===== src/sv/lavg_pkg.sv =====
`default_nettype none
// ----------------------------------------------------------------------------
// lavg_pkg
// Shared types and constants for the linear ADSR voice gain unit.
// ----------------------------------------------------------------------------
package lavg_pkg;

    localparam int SAMPLE_WIDTH_DEF = 24;
    localparam int LEVEL_W          = 24;
    localparam int VEL_W            = 16;
    localparam int STAGE_W          = 3;
    localparam int OPCODE_W         = 2;
    localparam int CFG_INDEX_W      = 2;
    localparam int QUEUE_DEPTH      = 2;
    localparam int VEL_FRAC         = 15;
    localparam int GAIN_FRAC        = 23;

    localparam logic [LEVEL_W-1:0] ONE_Q23 = 24'd8388608;
    localparam logic [VEL_W-1:0]   ONE_Q15 = 16'd32768;

    // Envelope stage codes.
    localparam logic [STAGE_W-1:0] ST_IDLE    = 3'd0;
    localparam logic [STAGE_W-1:0] ST_ATTACK  = 3'd1;
    localparam logic [STAGE_W-1:0] ST_DECAY   = 3'd2;
    localparam logic [STAGE_W-1:0] ST_SUSTAIN = 3'd3;
    localparam logic [STAGE_W-1:0] ST_RELEASE = 3'd4;

    // Input opcodes.
    localparam logic [OPCODE_W-1:0] OP_TICK     = 2'd0;
    localparam logic [OPCODE_W-1:0] OP_NOTE_ON  = 2'd1;
    localparam logic [OPCODE_W-1:0] OP_NOTE_OFF = 2'd2;

    // Configuration register indexes.
    localparam logic [CFG_INDEX_W-1:0] CFG_ATTACK  = 2'd0;
    localparam logic [CFG_INDEX_W-1:0] CFG_DECAY   = 2'd1;
    localparam logic [CFG_INDEX_W-1:0] CFG_SUSTAIN = 2'd2;
    localparam logic [CFG_INDEX_W-1:0] CFG_RELEASE = 2'd3;

    // Envelope state of one tick as handed from the front to the back.
    typedef struct packed {
        logic [LEVEL_W-1:0] level;
        logic [VEL_W-1:0]   velocity;
        logic               active;
    } t_tick_ctrl;

endpackage
`default_nettype wire


===== src/sv/lavg_front.sv =====
`default_nettype none
// ----------------------------------------------------------------------------
// lavg_front
// Configuration registers, command decode and the envelope recurrence.
// ----------------------------------------------------------------------------
module lavg_front import lavg_pkg::*; #(
    parameter int SAMPLE_WIDTH = SAMPLE_WIDTH_DEF
) (
    input  wire                      i_clk,
    input  wire                      i_rst_n,
    input  wire                      i_cfg_valid,
    output logic                     o_cfg_ready,
    input  wire  [CFG_INDEX_W-1:0]   i_cfg_index,
    input  wire  [LEVEL_W-1:0]       i_cfg_data,
    input  wire                      i_in_valid,
    input  wire  [OPCODE_W-1:0]      i_opcode,
    input  wire  [VEL_W-1:0]         i_note_velocity,
    input  wire  [SAMPLE_WIDTH-1:0]  i_left_in,
    input  wire  [SAMPLE_WIDTH-1:0]  i_right_in,
    input  wire                      i_q_full,
    output logic                     o_push,
    output t_tick_ctrl               o_push_ctrl,
    output logic [SAMPLE_WIDTH-1:0]  o_push_left,
    output logic [SAMPLE_WIDTH-1:0]  o_push_right
);

    logic [LEVEL_W-1:0] r_attack_step;
    logic [LEVEL_W-1:0] r_decay_step;
    logic [LEVEL_W-1:0] r_sustain_level;
    logic [LEVEL_W-1:0] r_release_step;

    logic [STAGE_W-1:0] r_stage, n_stage;
    logic [LEVEL_W-1:0] r_level, n_level;
    logic [VEL_W-1:0]   r_velocity, n_velocity;

    logic               accept;
    logic [LEVEL_W-1:0] sustain_eff;
    logic [LEVEL_W:0]   attack_sum;
    logic [LEVEL_W:0]   decay_floor;

    assign o_cfg_ready = 1'b1;
    assign accept      = i_in_valid && !i_q_full;
    assign sustain_eff = (r_sustain_level > ONE_Q23) ? ONE_Q23 : r_sustain_level;
    assign attack_sum  = {1'b0, r_level} + {1'b0, r_attack_step};
    // Decay ends once level - step <= sustain, that is level <= sustain + step.
    assign decay_floor = {1'b0, sustain_eff} + {1'b0, r_decay_step};

    always_comb begin
        n_stage    = r_stage;
        n_level    = r_level;
        n_velocity = r_velocity;
        if (accept) begin
            case (i_opcode)
                OP_NOTE_ON: begin
                    n_velocity = (i_note_velocity > ONE_Q15) ? ONE_Q15 : i_note_velocity;
                    n_stage    = ST_ATTACK;
                end
                OP_NOTE_OFF: begin
                    if (r_stage != ST_IDLE) begin
                        n_stage = ST_RELEASE;
                    end
                end
                OP_TICK: begin
                    case (r_stage)
                        ST_IDLE: begin
                            n_stage = ST_IDLE;
                        end
                        ST_ATTACK: begin
                            if (attack_sum >= {1'b0, ONE_Q23}) begin
                                n_level = ONE_Q23;
                                n_stage = ST_DECAY;
                            end else begin
                                n_level = attack_sum[LEVEL_W-1:0];
                            end
                        end
                        ST_DECAY: begin
                            if ({1'b0, r_level} <= decay_floor) begin
                                n_level = sustain_eff;
                                n_stage = ST_SUSTAIN;
                            end else begin
                                n_level = r_level - r_decay_step;
                            end
                        end
                        ST_SUSTAIN: begin
                            n_level = sustain_eff;
                        end
                        ST_RELEASE: begin
                            if (r_level <= r_release_step) begin
                                n_level = '0;
                                n_stage = ST_IDLE;
                            end else begin
                                n_level = r_level - r_release_step;
                            end
                        end
                        default: begin
                            n_stage = ST_IDLE;
                        end
                    endcase
                end
                default: begin
                    n_stage = r_stage;
                end
            endcase
        end
    end

    always_ff @(posedge i_clk) begin
        if (!i_rst_n) begin
            r_attack_step   <= ONE_Q23;
            r_decay_step    <= ONE_Q23;
            r_sustain_level <= ONE_Q23;
            r_release_step  <= ONE_Q23;
            r_stage         <= ST_IDLE;
            r_level         <= '0;
            r_velocity      <= '0;
        end else begin
            if (i_cfg_valid) begin
                case (i_cfg_index)
                    CFG_ATTACK:  r_attack_step   <= i_cfg_data;
                    CFG_DECAY:   r_decay_step    <= i_cfg_data;
                    CFG_SUSTAIN: r_sustain_level <= i_cfg_data;
                    CFG_RELEASE: r_release_step  <= i_cfg_data;
                    default:     r_attack_step   <= r_attack_step;
                endcase
            end
            r_stage    <= n_stage;
            r_level    <= n_level;
            r_velocity <= n_velocity;
        end
    end

    // Only ticks produce a result; the queue carries the post-tick state.
    assign o_push               = accept && (i_opcode == OP_TICK);
    assign o_push_ctrl.level    = n_level;
    assign o_push_ctrl.velocity = r_velocity;
    assign o_push_ctrl.active   = (n_stage != ST_IDLE);
    assign o_push_left          = i_left_in;
    assign o_push_right         = i_right_in;

    a_level_range: assert property (@(posedge i_clk) disable iff (!i_rst_n)
        r_level <= ONE_Q23)
        else $error("envelope level above full scale");

    a_idle_silent: assert property (@(posedge i_clk) disable iff (!i_rst_n)
        (r_stage == ST_IDLE) |-> (r_level == '0))
        else $error("idle voice holds a nonzero level");

endmodule
`default_nettype wire


===== src/sv/lavg_queue.sv =====
`default_nettype none
// ----------------------------------------------------------------------------
// lavg_queue
// Short first-in first-out queue between the envelope front and the gain back.
// ----------------------------------------------------------------------------
module lavg_queue import lavg_pkg::*; #(
    parameter int DATA_W = 64
) (
    input  wire               i_clk,
    input  wire               i_rst_n,
    input  wire               i_push,
    input  wire  [DATA_W-1:0] i_data,
    output logic              o_full,
    input  wire               i_pop,
    output logic              o_valid,
    output logic [DATA_W-1:0] o_data
);

    localparam int PTR_W = (QUEUE_DEPTH > 1) ? $clog2(QUEUE_DEPTH) : 1;
    localparam int CNT_W = $clog2(QUEUE_DEPTH + 1);
    localparam logic [PTR_W-1:0] LAST_PTR = PTR_W'(QUEUE_DEPTH - 1);
    localparam logic [CNT_W-1:0] FULL_CNT = CNT_W'(QUEUE_DEPTH);

    logic [DATA_W-1:0] r_mem [QUEUE_DEPTH];
    logic [PTR_W-1:0]  r_wr_ptr;
    logic [PTR_W-1:0]  r_rd_ptr;
    logic [CNT_W-1:0]  r_count;
    logic              do_push;
    logic              do_pop;

    assign o_full  = (r_count == FULL_CNT);
    assign o_valid = (r_count != '0);
    assign o_data  = r_mem[r_rd_ptr];
    assign do_push = i_push && !o_full;
    assign do_pop  = i_pop && o_valid;

    always_ff @(posedge i_clk) begin
        if (do_push) begin
            r_mem[r_wr_ptr] <= i_data;
        end
    end

    always_ff @(posedge i_clk) begin
        if (!i_rst_n) begin
            r_wr_ptr <= '0;
            r_rd_ptr <= '0;
            r_count  <= '0;
        end else begin
            if (do_push) begin
                r_wr_ptr <= (r_wr_ptr == LAST_PTR) ? '0 : r_wr_ptr + 1'b1;
            end
            if (do_pop) begin
                r_rd_ptr <= (r_rd_ptr == LAST_PTR) ? '0 : r_rd_ptr + 1'b1;
            end
            case ({do_push, do_pop})
                2'b10:   r_count <= r_count + 1'b1;
                2'b01:   r_count <= r_count - 1'b1;
                default: r_count <= r_count;
            endcase
        end
    end

    a_count_bound: assert property (@(posedge i_clk) disable iff (!i_rst_n)
        r_count <= FULL_CNT)
        else $error("queue count beyond its depth");

endmodule
`default_nettype wire


===== src/sv/lavg_back.sv =====
`default_nettype none
// ----------------------------------------------------------------------------
// lavg_back
// Two-stage gain pipeline: level times velocity, then sample times gain.
// ----------------------------------------------------------------------------
module lavg_back import lavg_pkg::*; #(
    parameter int SAMPLE_WIDTH = SAMPLE_WIDTH_DEF
) (
    input  wire                            i_clk,
    input  wire                            i_rst_n,
    input  wire                            i_q_valid,
    input  wire  t_tick_ctrl               i_q_ctrl,
    input  wire  signed [SAMPLE_WIDTH-1:0] i_q_left,
    input  wire  signed [SAMPLE_WIDTH-1:0] i_q_right,
    output logic                           o_q_pop,
    output logic                           o_out_valid,
    input  wire                            i_out_stall,
    output logic signed [SAMPLE_WIDTH-1:0] o_left_out,
    output logic signed [SAMPLE_WIDTH-1:0] o_right_out,
    output logic        [LEVEL_W-1:0]      o_envelope_level,
    output logic                           o_voice_active
);

    localparam int GPROD_W = LEVEL_W + VEL_W;
    localparam int SPROD_W = SAMPLE_WIDTH + LEVEL_W + 1;

    // Stage one: gain.
    logic                           r_s1_valid;
    logic        [LEVEL_W-1:0]      r_s1_gain;
    logic        [LEVEL_W-1:0]      r_s1_level;
    logic                           r_s1_active;
    logic signed [SAMPLE_WIDTH-1:0] r_s1_left;
    logic signed [SAMPLE_WIDTH-1:0] r_s1_right;
    // Stage two: output register.
    logic                           r_s2_valid;
    logic signed [SAMPLE_WIDTH-1:0] r_s2_left;
    logic signed [SAMPLE_WIDTH-1:0] r_s2_right;
    logic        [LEVEL_W-1:0]      r_s2_level;
    logic                           r_s2_active;

    logic                           s1_load;
    logic                           s2_load;
    logic        [GPROD_W-1:0]      gain_prod;
    logic signed [SPROD_W-1:0]      left_prod;
    logic signed [SPROD_W-1:0]      right_prod;

    assign s2_load = r_s1_valid && (!r_s2_valid || !i_out_stall);
    assign s1_load = i_q_valid && (!r_s1_valid || s2_load);
    assign o_q_pop = s1_load;

    assign gain_prod  = GPROD_W'(i_q_ctrl.level) * GPROD_W'(i_q_ctrl.velocity);
    // Arithmetic shift of the product floors toward minus infinity.
    assign left_prod  = SPROD_W'(r_s1_left) * $signed({1'b0, r_s1_gain});
    assign right_prod = SPROD_W'(r_s1_right) * $signed({1'b0, r_s1_gain});

    always_ff @(posedge i_clk) begin
        if (s1_load) begin
            r_s1_gain   <= gain_prod[VEL_FRAC +: LEVEL_W];
            r_s1_level  <= i_q_ctrl.level;
            r_s1_active <= i_q_ctrl.active;
            r_s1_left   <= i_q_left;
            r_s1_right  <= i_q_right;
        end
        if (s2_load) begin
            r_s2_level  <= r_s1_level;
            r_s2_active <= r_s1_active;
            if (r_s1_active) begin
                r_s2_left  <= left_prod[GAIN_FRAC +: SAMPLE_WIDTH];
                r_s2_right <= right_prod[GAIN_FRAC +: SAMPLE_WIDTH];
            end else begin
                r_s2_left  <= '0;
                r_s2_right <= '0;
            end
        end
    end

    always_ff @(posedge i_clk) begin
        if (!i_rst_n) begin
            r_s1_valid <= 1'b0;
            r_s2_valid <= 1'b0;
        end else begin
            if (s1_load) begin
                r_s1_valid <= 1'b1;
            end else if (s2_load) begin
                r_s1_valid <= 1'b0;
            end
            if (s2_load) begin
                r_s2_valid <= 1'b1;
            end else if (!i_out_stall) begin
                r_s2_valid <= 1'b0;
            end
        end
    end

    assign o_out_valid      = r_s2_valid;
    assign o_left_out       = r_s2_left;
    assign o_right_out      = r_s2_right;
    assign o_envelope_level = r_s2_level;
    assign o_voice_active   = r_s2_active;

    a_silent_when_idle: assert property (@(posedge i_clk) disable iff (!i_rst_n)
        (r_s2_valid && !r_s2_active) |-> (r_s2_left == '0 && r_s2_right == '0))
        else $error("inactive voice produced a nonzero sample");

    a_stalled_holds: assert property (@(posedge i_clk) disable iff (!i_rst_n)
        (r_s2_valid && i_out_stall) |=> (r_s2_valid && $stable(r_s2_level)))
        else $error("stalled result was lost or changed");

endmodule
`default_nettype wire


===== src/sv/linear_adsr_voice_gain_unit.sv =====
`default_nettype none
// An accepted sample tick passes through the queue, the gain stage and the output register.
// Throughput: one beat per cycle, ticks and note events alike, while nothing stalls.
// Note on, note off and the unused opcode give no result.
// Reset (synchronous, active low) idles the voice, clears level and velocity,
// empties the queue and pipeline, and sets the three steps and sustain to 1.0.
// ----------------------------------------------------------------------------
// linear_adsr_voice_gain_unit
// Linear ADSR envelope with velocity gain applied to a stereo sample stream.
// ----------------------------------------------------------------------------
module linear_adsr_voice_gain_unit import lavg_pkg::*; #(
    parameter int SAMPLE_WIDTH = SAMPLE_WIDTH_DEF
) (
    input  wire                            i_clk,
    input  wire                            i_rst_n,
    // Configuration write channel.
    input  wire                            i_cfg_valid,
    output logic                           o_cfg_ready,
    input  wire         [CFG_INDEX_W-1:0]  i_cfg_index,
    input  wire         [LEVEL_W-1:0]      i_cfg_data,
    // Input beats.
    input  wire                            i_in_valid,
    output logic                           o_in_stall,
    input  wire         [OPCODE_W-1:0]     i_opcode,
    input  wire         [VEL_W-1:0]        i_note_velocity,
    input  wire  signed [SAMPLE_WIDTH-1:0] i_left_in,
    input  wire  signed [SAMPLE_WIDTH-1:0] i_right_in,
    // Result beats.
    output logic                           o_out_valid,
    input  wire                            i_out_stall,
    output logic signed [SAMPLE_WIDTH-1:0] o_left_out,
    output logic signed [SAMPLE_WIDTH-1:0] o_right_out,
    output logic        [LEVEL_W-1:0]      o_envelope_level,
    output logic                           o_voice_active
);

    // The queue carries the envelope state of a tick plus both raw samples.
    localparam int CTRL_W = $bits(t_tick_ctrl);
    localparam int Q_W    = CTRL_W + 2 * SAMPLE_WIDTH;

    logic                    push;
    t_tick_ctrl              push_ctrl;
    logic [SAMPLE_WIDTH-1:0] push_left;
    logic [SAMPLE_WIDTH-1:0] push_right;
    logic                    q_full;
    logic                    q_valid;
    logic                    q_pop;
    logic [Q_W-1:0]          q_data;
    t_tick_ctrl              q_ctrl;

    // The front decodes each beat and runs the envelope recurrence in the
    // cycle the beat is accepted, so note events wait on the back only through a full queue.
    // Input stalls only when the queue toward the gain pipeline is full.
    lavg_front #(
        .SAMPLE_WIDTH (SAMPLE_WIDTH)
    ) u_front (
        .i_clk           (i_clk),
        .i_rst_n         (i_rst_n),
        .i_cfg_valid     (i_cfg_valid),
        .o_cfg_ready     (o_cfg_ready),
        .i_cfg_index     (i_cfg_index),
        .i_cfg_data      (i_cfg_data),
        .i_in_valid      (i_in_valid),
        .i_opcode        (i_opcode),
        .i_note_velocity (i_note_velocity),
        .i_left_in       (i_left_in),
        .i_right_in      (i_right_in),
        .i_q_full        (q_full),
        .o_push          (push),
        .o_push_ctrl     (push_ctrl),
        .o_push_left     (push_left),
        .o_push_right    (push_right)
    );

    assign o_in_stall = q_full;

    lavg_queue #(
        .DATA_W (Q_W)
    ) u_queue (
        .i_clk   (i_clk),
        .i_rst_n (i_rst_n),
        .i_push  (push),
        .i_data  ({push_ctrl, push_left, push_right}),
        .o_full  (q_full),
        .i_pop   (q_pop),
        .o_valid (q_valid),
        .o_data  (q_data)
    );

    assign q_ctrl = q_data[Q_W-1 -: CTRL_W];

    // The back forms the gain and scales both channels; its output register
    // lets the gain stage take one more entry from the queue while a finished result waits.
    lavg_back #(
        .SAMPLE_WIDTH (SAMPLE_WIDTH)
    ) u_back (
        .i_clk            (i_clk),
        .i_rst_n          (i_rst_n),
        .i_q_valid        (q_valid),
        .i_q_ctrl         (q_ctrl),
        .i_q_left         (q_data[SAMPLE_WIDTH +: SAMPLE_WIDTH]),
        .i_q_right        (q_data[SAMPLE_WIDTH-1:0]),
        .o_q_pop          (q_pop),
        .o_out_valid      (o_out_valid),
        .i_out_stall      (i_out_stall),
        .o_left_out       (o_left_out),
        .o_right_out      (o_right_out),
        .o_envelope_level (o_envelope_level),
        .o_voice_active   (o_voice_active)
    );

endmodule
`default_nettype wire

===== config.mk =====
export PLATFORM = sky130hd
export DESIGN_NAME = linear_adsr_voice_gain_unit
export DESIGN_NICKNAME = d
export VERILOG_FILES = /design/src/sv/lavg_pkg.sv /design/src/sv/lavg_front.sv /design/src/sv/lavg_queue.sv /design/src/sv/lavg_back.sv /design/src/sv/linear_adsr_voice_gain_unit.sv
export SDC_FILE = /design/constraint.sdc
export NUM_CORES = 2
export LEC_CHECK = 0
export ABC_AREA = 1
export BUFFER_PORTS_ARGS = -buffer_cell sky130_fd_sc_hd__buf_2
export CORE_ASPECT_RATIO = 1.25
export CORE_MARGIN = 5
export CORE_UTILIZATION = 60
export DETAILED_ROUTE_END_ITERATION = 10
export GPL_ROUTABILITY_DRIVEN = 0
export PLACE_DENSITY = 0.79
export SETUP_SLACK_MARGIN = 0.3
export SLEW_MARGIN = 20
export SYNTH_ARGS = -nofsm -noshare
export SYNTH_HDL_FRONTEND = slang
export SYNTH_HIERARCHICAL = 1
export SYNTH_SLANG_ARGS = --single-unit

===== constraint.sdc =====
create_clock -name i_clk -period 6.9 [get_ports i_clk]
set_clock_uncertainty 0.15 [all_clocks]
set_input_delay 1.035 -clock i_clk [delete_from_list [all_inputs] [get_ports i_clk]]
set_output_delay 1.035 -clock i_clk [all_outputs]
set_load 0.01 [all_outputs]

== Yosys cells after proc, flatten, opt, wreduce, memory -nomap -nowiden ==
Memories as Yosys holds them, arrays and structs flattened. A register that Yosys moved wholly into a read port is not among the register bits.
Index checks and enable logic that the tools add are counted.

* Memory bits (read-only): 0
* RAM bits: 178
* Output and inout bits: 76
* Register bits after elaboration: 315
* Latch bits: 0
* Memories: 1

{| class="wikitable"
|+ Memories
! memory !! depth !! bits a word !! read ports !! clocked after memory_dff !! wr ports !! RTL line !! RTL
|-
| u_queue.r_mem || 2 || 89 || 1 || 1 || 1 || lavg_queue.sv:24 || <nowiki>logic [DATA_W-1:0] r_mem [QUEUE_DEPTH];</nowiki>
|}

* Shifts and indexed selects: 0
* Div/mod/pow operators: 0
* Reductions and logical operators: 24
* $lt $le $gt $ge: 5
* Equal/unequal tests: 13
* Add/sub/neg operators: 8
* $mul: 3
* Bitwise gates (word level): 0
* Mux-type cells: 26

{| class="wikitable"
|+ Operators with widths
! kind !! count
|-
| 2-to-1 mux 24 bit || 6
|-
| one-hot mux 24 bit (4 select lines) || 1
|-
| multiplier 24 x 25 -> 47 bit || 2
|-
| adder 24 x 24 -> 25 bit || 2
|-
| subtractor 24 bit || 2
|-
| multiplier 24 x 16 -> 39 bit || 1
|-
| >= comparator 25 x 24 -> 1 bit, second input constant || 1
|-
| <= comparator 24 x 25 -> 1 bit || 1
|-
| greater-than comparator 24 bit, second input constant || 1
|-
| <= comparator 24 bit || 1
|-
| greater-than comparator 16 bit, second input constant || 1
|-
| 2-to-1 mux 16 bit || 1
|-
| 2-to-1 mux 3 bit || 5
|-
| one-hot mux 3 bit (4 select lines) || 1
|-
| equality test 2 bit, second input constant || 5
|-
| 2-to-1 mux 1 bit || 10
|-
| AND reduction 2 bit || 5
|-
| one-hot mux 3 bit (3 select lines) || 1
|-
| equality test 2 x 1 -> 1 bit, second input constant || 3
|-
| equality test 3 x 2 -> 1 bit, second input constant || 2
|-
| logical AND 1 bit || 6
|-
| nonzero test 2 bit || 3
|-
| nonzero test 3 bit || 2
|-
| zero test 1 bit || 4
|-
| 9 further kinds || 12
|}

== Depth between registers and ports, before layout ==
* Depth in word-level cells: 9
* Mapped depth: 37
* Mapped depth without buffers: 36

== Cells and area by module ==
Netlist, hierarchy kept.

{| class="wikitable"
|+ By module, submodules not included
! module !! area each (µm²) !! times used !! seq. area each (µm²) !! cells each
|-
| lavg_back || 57526.4 || 1 || 5144.9 || 7236
|-
| lavg_front || 12967.4 || 1 || 2782.7 || 2112
|-
| lavg_queue || 6696.4 || 1 || 5445.2 || 315
|}

== Worst setup path after synthesis ==
No wires, ideal clock.

* Kind: reg-to-reg
* Start: register u_back.r_s1_gain[20]
* End: register u_back.r_s2_right[20] (netlist: u_back/o_right_out[20]), data pin
* Buffers on the path: 2
* Path slack: 0.646 ns
* Data arrival time: 5.851 ns
* Cell stages (with the launch flop): 27
* Required time: 6.497 ns
* Setup time: 0.253 ns
* Cell sequence: edfxtp_1 clkbuf_1 clkbuf_1 nand2_1 fa_1 inv_1 fa_1 inv_1 fa_1 inv_1 fa_1 fa_1 fa_1 inv_1 fa_1 inv_1 ha_1 nand2_1 nor2_1 inv_1 nor2_1 and3_1 nand3_1 nand3_1 nand2_1 nand2_1 nor2_1

* Longest elaborated chain between the ends: 1

{| class="wikitable"
|+ Ends and longest elaborated chain
! element !! RTL line !! RTL
|-
| start: declaration || lavg_back.sv:29 || <nowiki>logic [LEVEL_W-1:0] r_s1_gain;</nowiki>
|-
| start signal: assignment || lavg_back.sv:58 || <nowiki>r_s1_gain <= gain_prod[VEL_FRAC +: LEVEL_W];</nowiki>
|-
| multiplier 24 x 25 -> 47 bit || lavg_back.sv:54 || <nowiki>assign right_prod = SPROD_W'(r_s1_right) * $signed({1'b0, r_s1_gain});</nowiki>
|-
| end signal: assignment || lavg_back.sv:69 || <nowiki>r_s2_right <= right_prod[GAIN_FRAC +: SAMPLE_WIDTH];</nowiki>
|-
| end: declaration || lavg_back.sv:37 || <nowiki>logic signed [SAMPLE_WIDTH-1:0] r_s2_right;</nowiki>
|}

Every way passes these cells.
A chain may end at the register's enable or synchronous reset.

== Final worst setup path ==
* Start: register u_back.r_s1_gain[19]
* End: register u_back.r_s2_right[4] (netlist: u_back/o_right_out[4]), data pin

Same word-level chain as after synthesis.

==> flow_metrics.py <==
metrics = {
    "worst_setup_path": {
        "slowest_delay_ns": 0.58,
        "required_ns": 7.21,
        "crit_type": "reg2reg",
        "cp_common_cell": "inv_1",
        "cpLargestDelayFamily": "adder cells",
        "endpoint_kind": "register",
        "startpoint_type": "register",
        "cp_num_buf_inv": 9,
        "cp_max_fo": 15,
        "cp_slowest_cell": "fa_1",
        "worstPathArrival_ns": 7.00,
    },
    "logic_synthesis": {
        "avgSynthCellArea_um2": 7.99,
        "syn_area_um2": 77200,
        "synth_edf_count": 348,
        "synth_seq_cells": 494,
        "ys_warn_count": 6,
        "synthTopCellsByArea": "fa_1 33%, edfxtp_1 14%, inv_1 13%",
        "yosysSeqAreaShare_pct": 17.3,
        "synth_area_leader_cell": "fa_1",
        "syn_nets": 11600,
        "synth_flop_cell": "edfxtp_1",
        "synth.distinct_cells": 57,
        "synthArstFlopShare_pct": 0,
        "synth.top_cell.area_share_pct": 32.9,
        "synth_cells": 9663,
    },
    "die": {
        "start_util_pct": 60.2,
        "die_height_um": 411,
        "die_w_um": 331,
        "core_um2": 128000,
        "row_count": 147,
        "dieArea_um2": 136000,
        "pin_count": 173,
    },
    "timing": {
        "fmax_mhz": 150,
        "finalSetupViolCount": 0,
        "tns_ns": 0,
        "rsz0062_at_grt": "true",
        "finalHoldViolations": 0,
        "period_minus_slack_ns": 6.68,
        "tightest_slew_ns": 1.17,
        "fin_crit_sh_pct": 96.8,
        "final_max_slew_viol_count": 0,
        "relSlewSlack_pct": 21.9,
    },
    "cts": {
        "cts_tree": "built",
        "cts_max_level": 2,
        "cts_sinks": 494,
        "cts_buffers": 47,
        "ctsRootBufferMaster": "clkbuf_16",
        "holdBufCountCts": 0,
        "clkSlewWorstSetupHoldPaths_ns": 0.07,
        "insertion_delay_ns": 0.66,
        "ctsLongestPathBuffers": 3,
    },
    "worst_hold_path": {
        "holdCritPathClass": "reg2reg",
    },
    "grt": {
        "grt_antenna_before_repair": 11,
        "grt_max_degree": 65,
        "overflow": 0,
        "grt_pass1_wl_mm": 350,
        "grt_pass1_vias": 68200,
        "grt_usage_pct": 32.7,
    },
    "routing": {
        "vias": 65000,
        "drt-total-wl_mm": 233,
        "wl_per_cell_um": 20.2,
        "ant_nets": 0,
        "dr.pass1.iters": 11,
        "drt_iter0_drc": 6236,
        "drc": 0,
        "viasPerCell": 5.63,
    },
    "cells_and_area": {
        "final_cell_mix": "2564 x inv_1, 2422 x nand2_1, 1254 x fa_1, 568 x ha_1, 442 x nor2_1",
        "fillers": 9900,
        "final_nets": 11800,
        "final_common_cell": "inv_1",
        "drive_above_1_share_pct": 9.84,
        "area_delta_synth_final_pct": 9.62,
    },
    "status": {
        "outcome": "finished clean",
    },
    "place": {
        "numPortBuffers": 171,
        "dp_hpwl_mm": 173,
    },
    "flow_run": {
        "cap_violations": 0,
    },
}
## cell usage after synthesis (79+ instances only)
cell type  number
inv_1        2571
nand2_1      2447
fa_1         1270
ha_1          595
nor2_1        511
a21oi_1       361
edfxtp_1      348
clkbuf_1      297
o21ai_0       259
nand3_1       201
dfxtp_1       146
mux2_2         79
## cells by family after synthesis
| family | share of synthesized area (%) |
|---|---|
| AOI/OAI and AO/OA | 5.31 |
| buffers and inverters | 14.9 |
| and+or+nand+nor | 17.4 |
| xor gates and xnor gates | 1.11 |
| other | 0.00486 |
| muxes | 1.35 |
| DFF | 17.3 |
| adders and majority gates | 42.6 |
## routing by layer
layer	global-route usage, %	part of all wire (%)	vias up
met5	0	0.039	-
met4	23.9	11	12
met3	5.21	9.1	1381
met2	56.7	48	3833
met1	36.2	32	31100
li1	-	-	28700
## state kept, by name, summed over array words and instances, names as in the netlist, 2 cells and up, named ones only
signal,flops
u_front/r_velocity,16
u_back/r_s1_right,24
u_back/o_left_out,24
u_front/r_decay_step,24
u_front/r_stage,3
u_front/r_sustain_level,24
u_front/r_release_step,24
u_front/r_level,24
u_back/o_right_out,24
u_back/r_s1_gain,24
u_queue/r_count,2
u_back/r_s1_level,24
u_back/r_s1_left,24
u_front/r_attack_step,24
u_back/o_envelope_level,24
u_queue/r_mem,178
## final timing paths
| path | from | end | slack (ns) | depth (start not counted) |
|---|---|---|---|---|
| worst min register to register | u_back/r_s1_level[16]$_DFFE_PP_ | u_back/o_envelope_level[16]$_DFFE_PP_ | 0.28 | 0 |
| worst min-delay path | u_back/r_s1_level[16]$_DFFE_PP_ | u_back/o_envelope_level[16]$_DFFE_PP_ | 0.28 | 0 |
| worst max register to register | u_back/r_s1_gain[19]$_DFFE_PP_ | u_back/o_right_out[4]$_SDFFCE_PN0P_ | 0.22 | 26 |
| worst max-delay path | u_back/r_s1_gain[19]$_DFFE_PP_ | u_back/o_right_out[4]$_SDFFCE_PN0P_ | 0.22 | 26 |
## through the flow
| stage | setup WS [ns] | utilization (%) | instance area [µm²] | cells | hold slack [ns] |
|---|---|---|---|---|---|
| floorplan | 0.646 | - | 77200 | 9663 | 0.250 |
| global placement | 0.0603 | 62.7 | 80400 | 11300 | 0.254 |
| detailed placement | 0.0677 | 62.7 | 80400 | 11300 | 0.255 |
| CTS | 0.250 | 64.2 | 82300 | 11400 | 0.272 |
| global route | 0.0674 | 66.0 | 84600 | 11600 | 0.284 |
| finish | 0.217 | 66.0 | 84600 | 11600 | 0.277 |
## final cells by class
class                      instances  area [µm²]  area share, %
antenna                            4        10.0         0.0118
clock buffer                      60        1230           1.46
clock inverter                    26         332          0.392
inverter                        2581        9700           11.5
multi-input combinational       6180       53400           63.2
sequential                       494       13400           15.8
tap                             1713        2140           2.53
timing repair buffer             496        4380           5.18
## what timing repair did
item / 4_1_cts / 5_1_grt
gates cloned: 1 / 19
pin swaps: 1 / 49
setup endpoints to repair: 36 / 67
resized for setup: 11 / 299
setup buffers: 24 / 85
endpoints found under the hold margin: 0 / 0
Power is left out: the tool's default activity adds up to more than one toggle a clock period on the data nets, which glitch-free logic cannot reach.
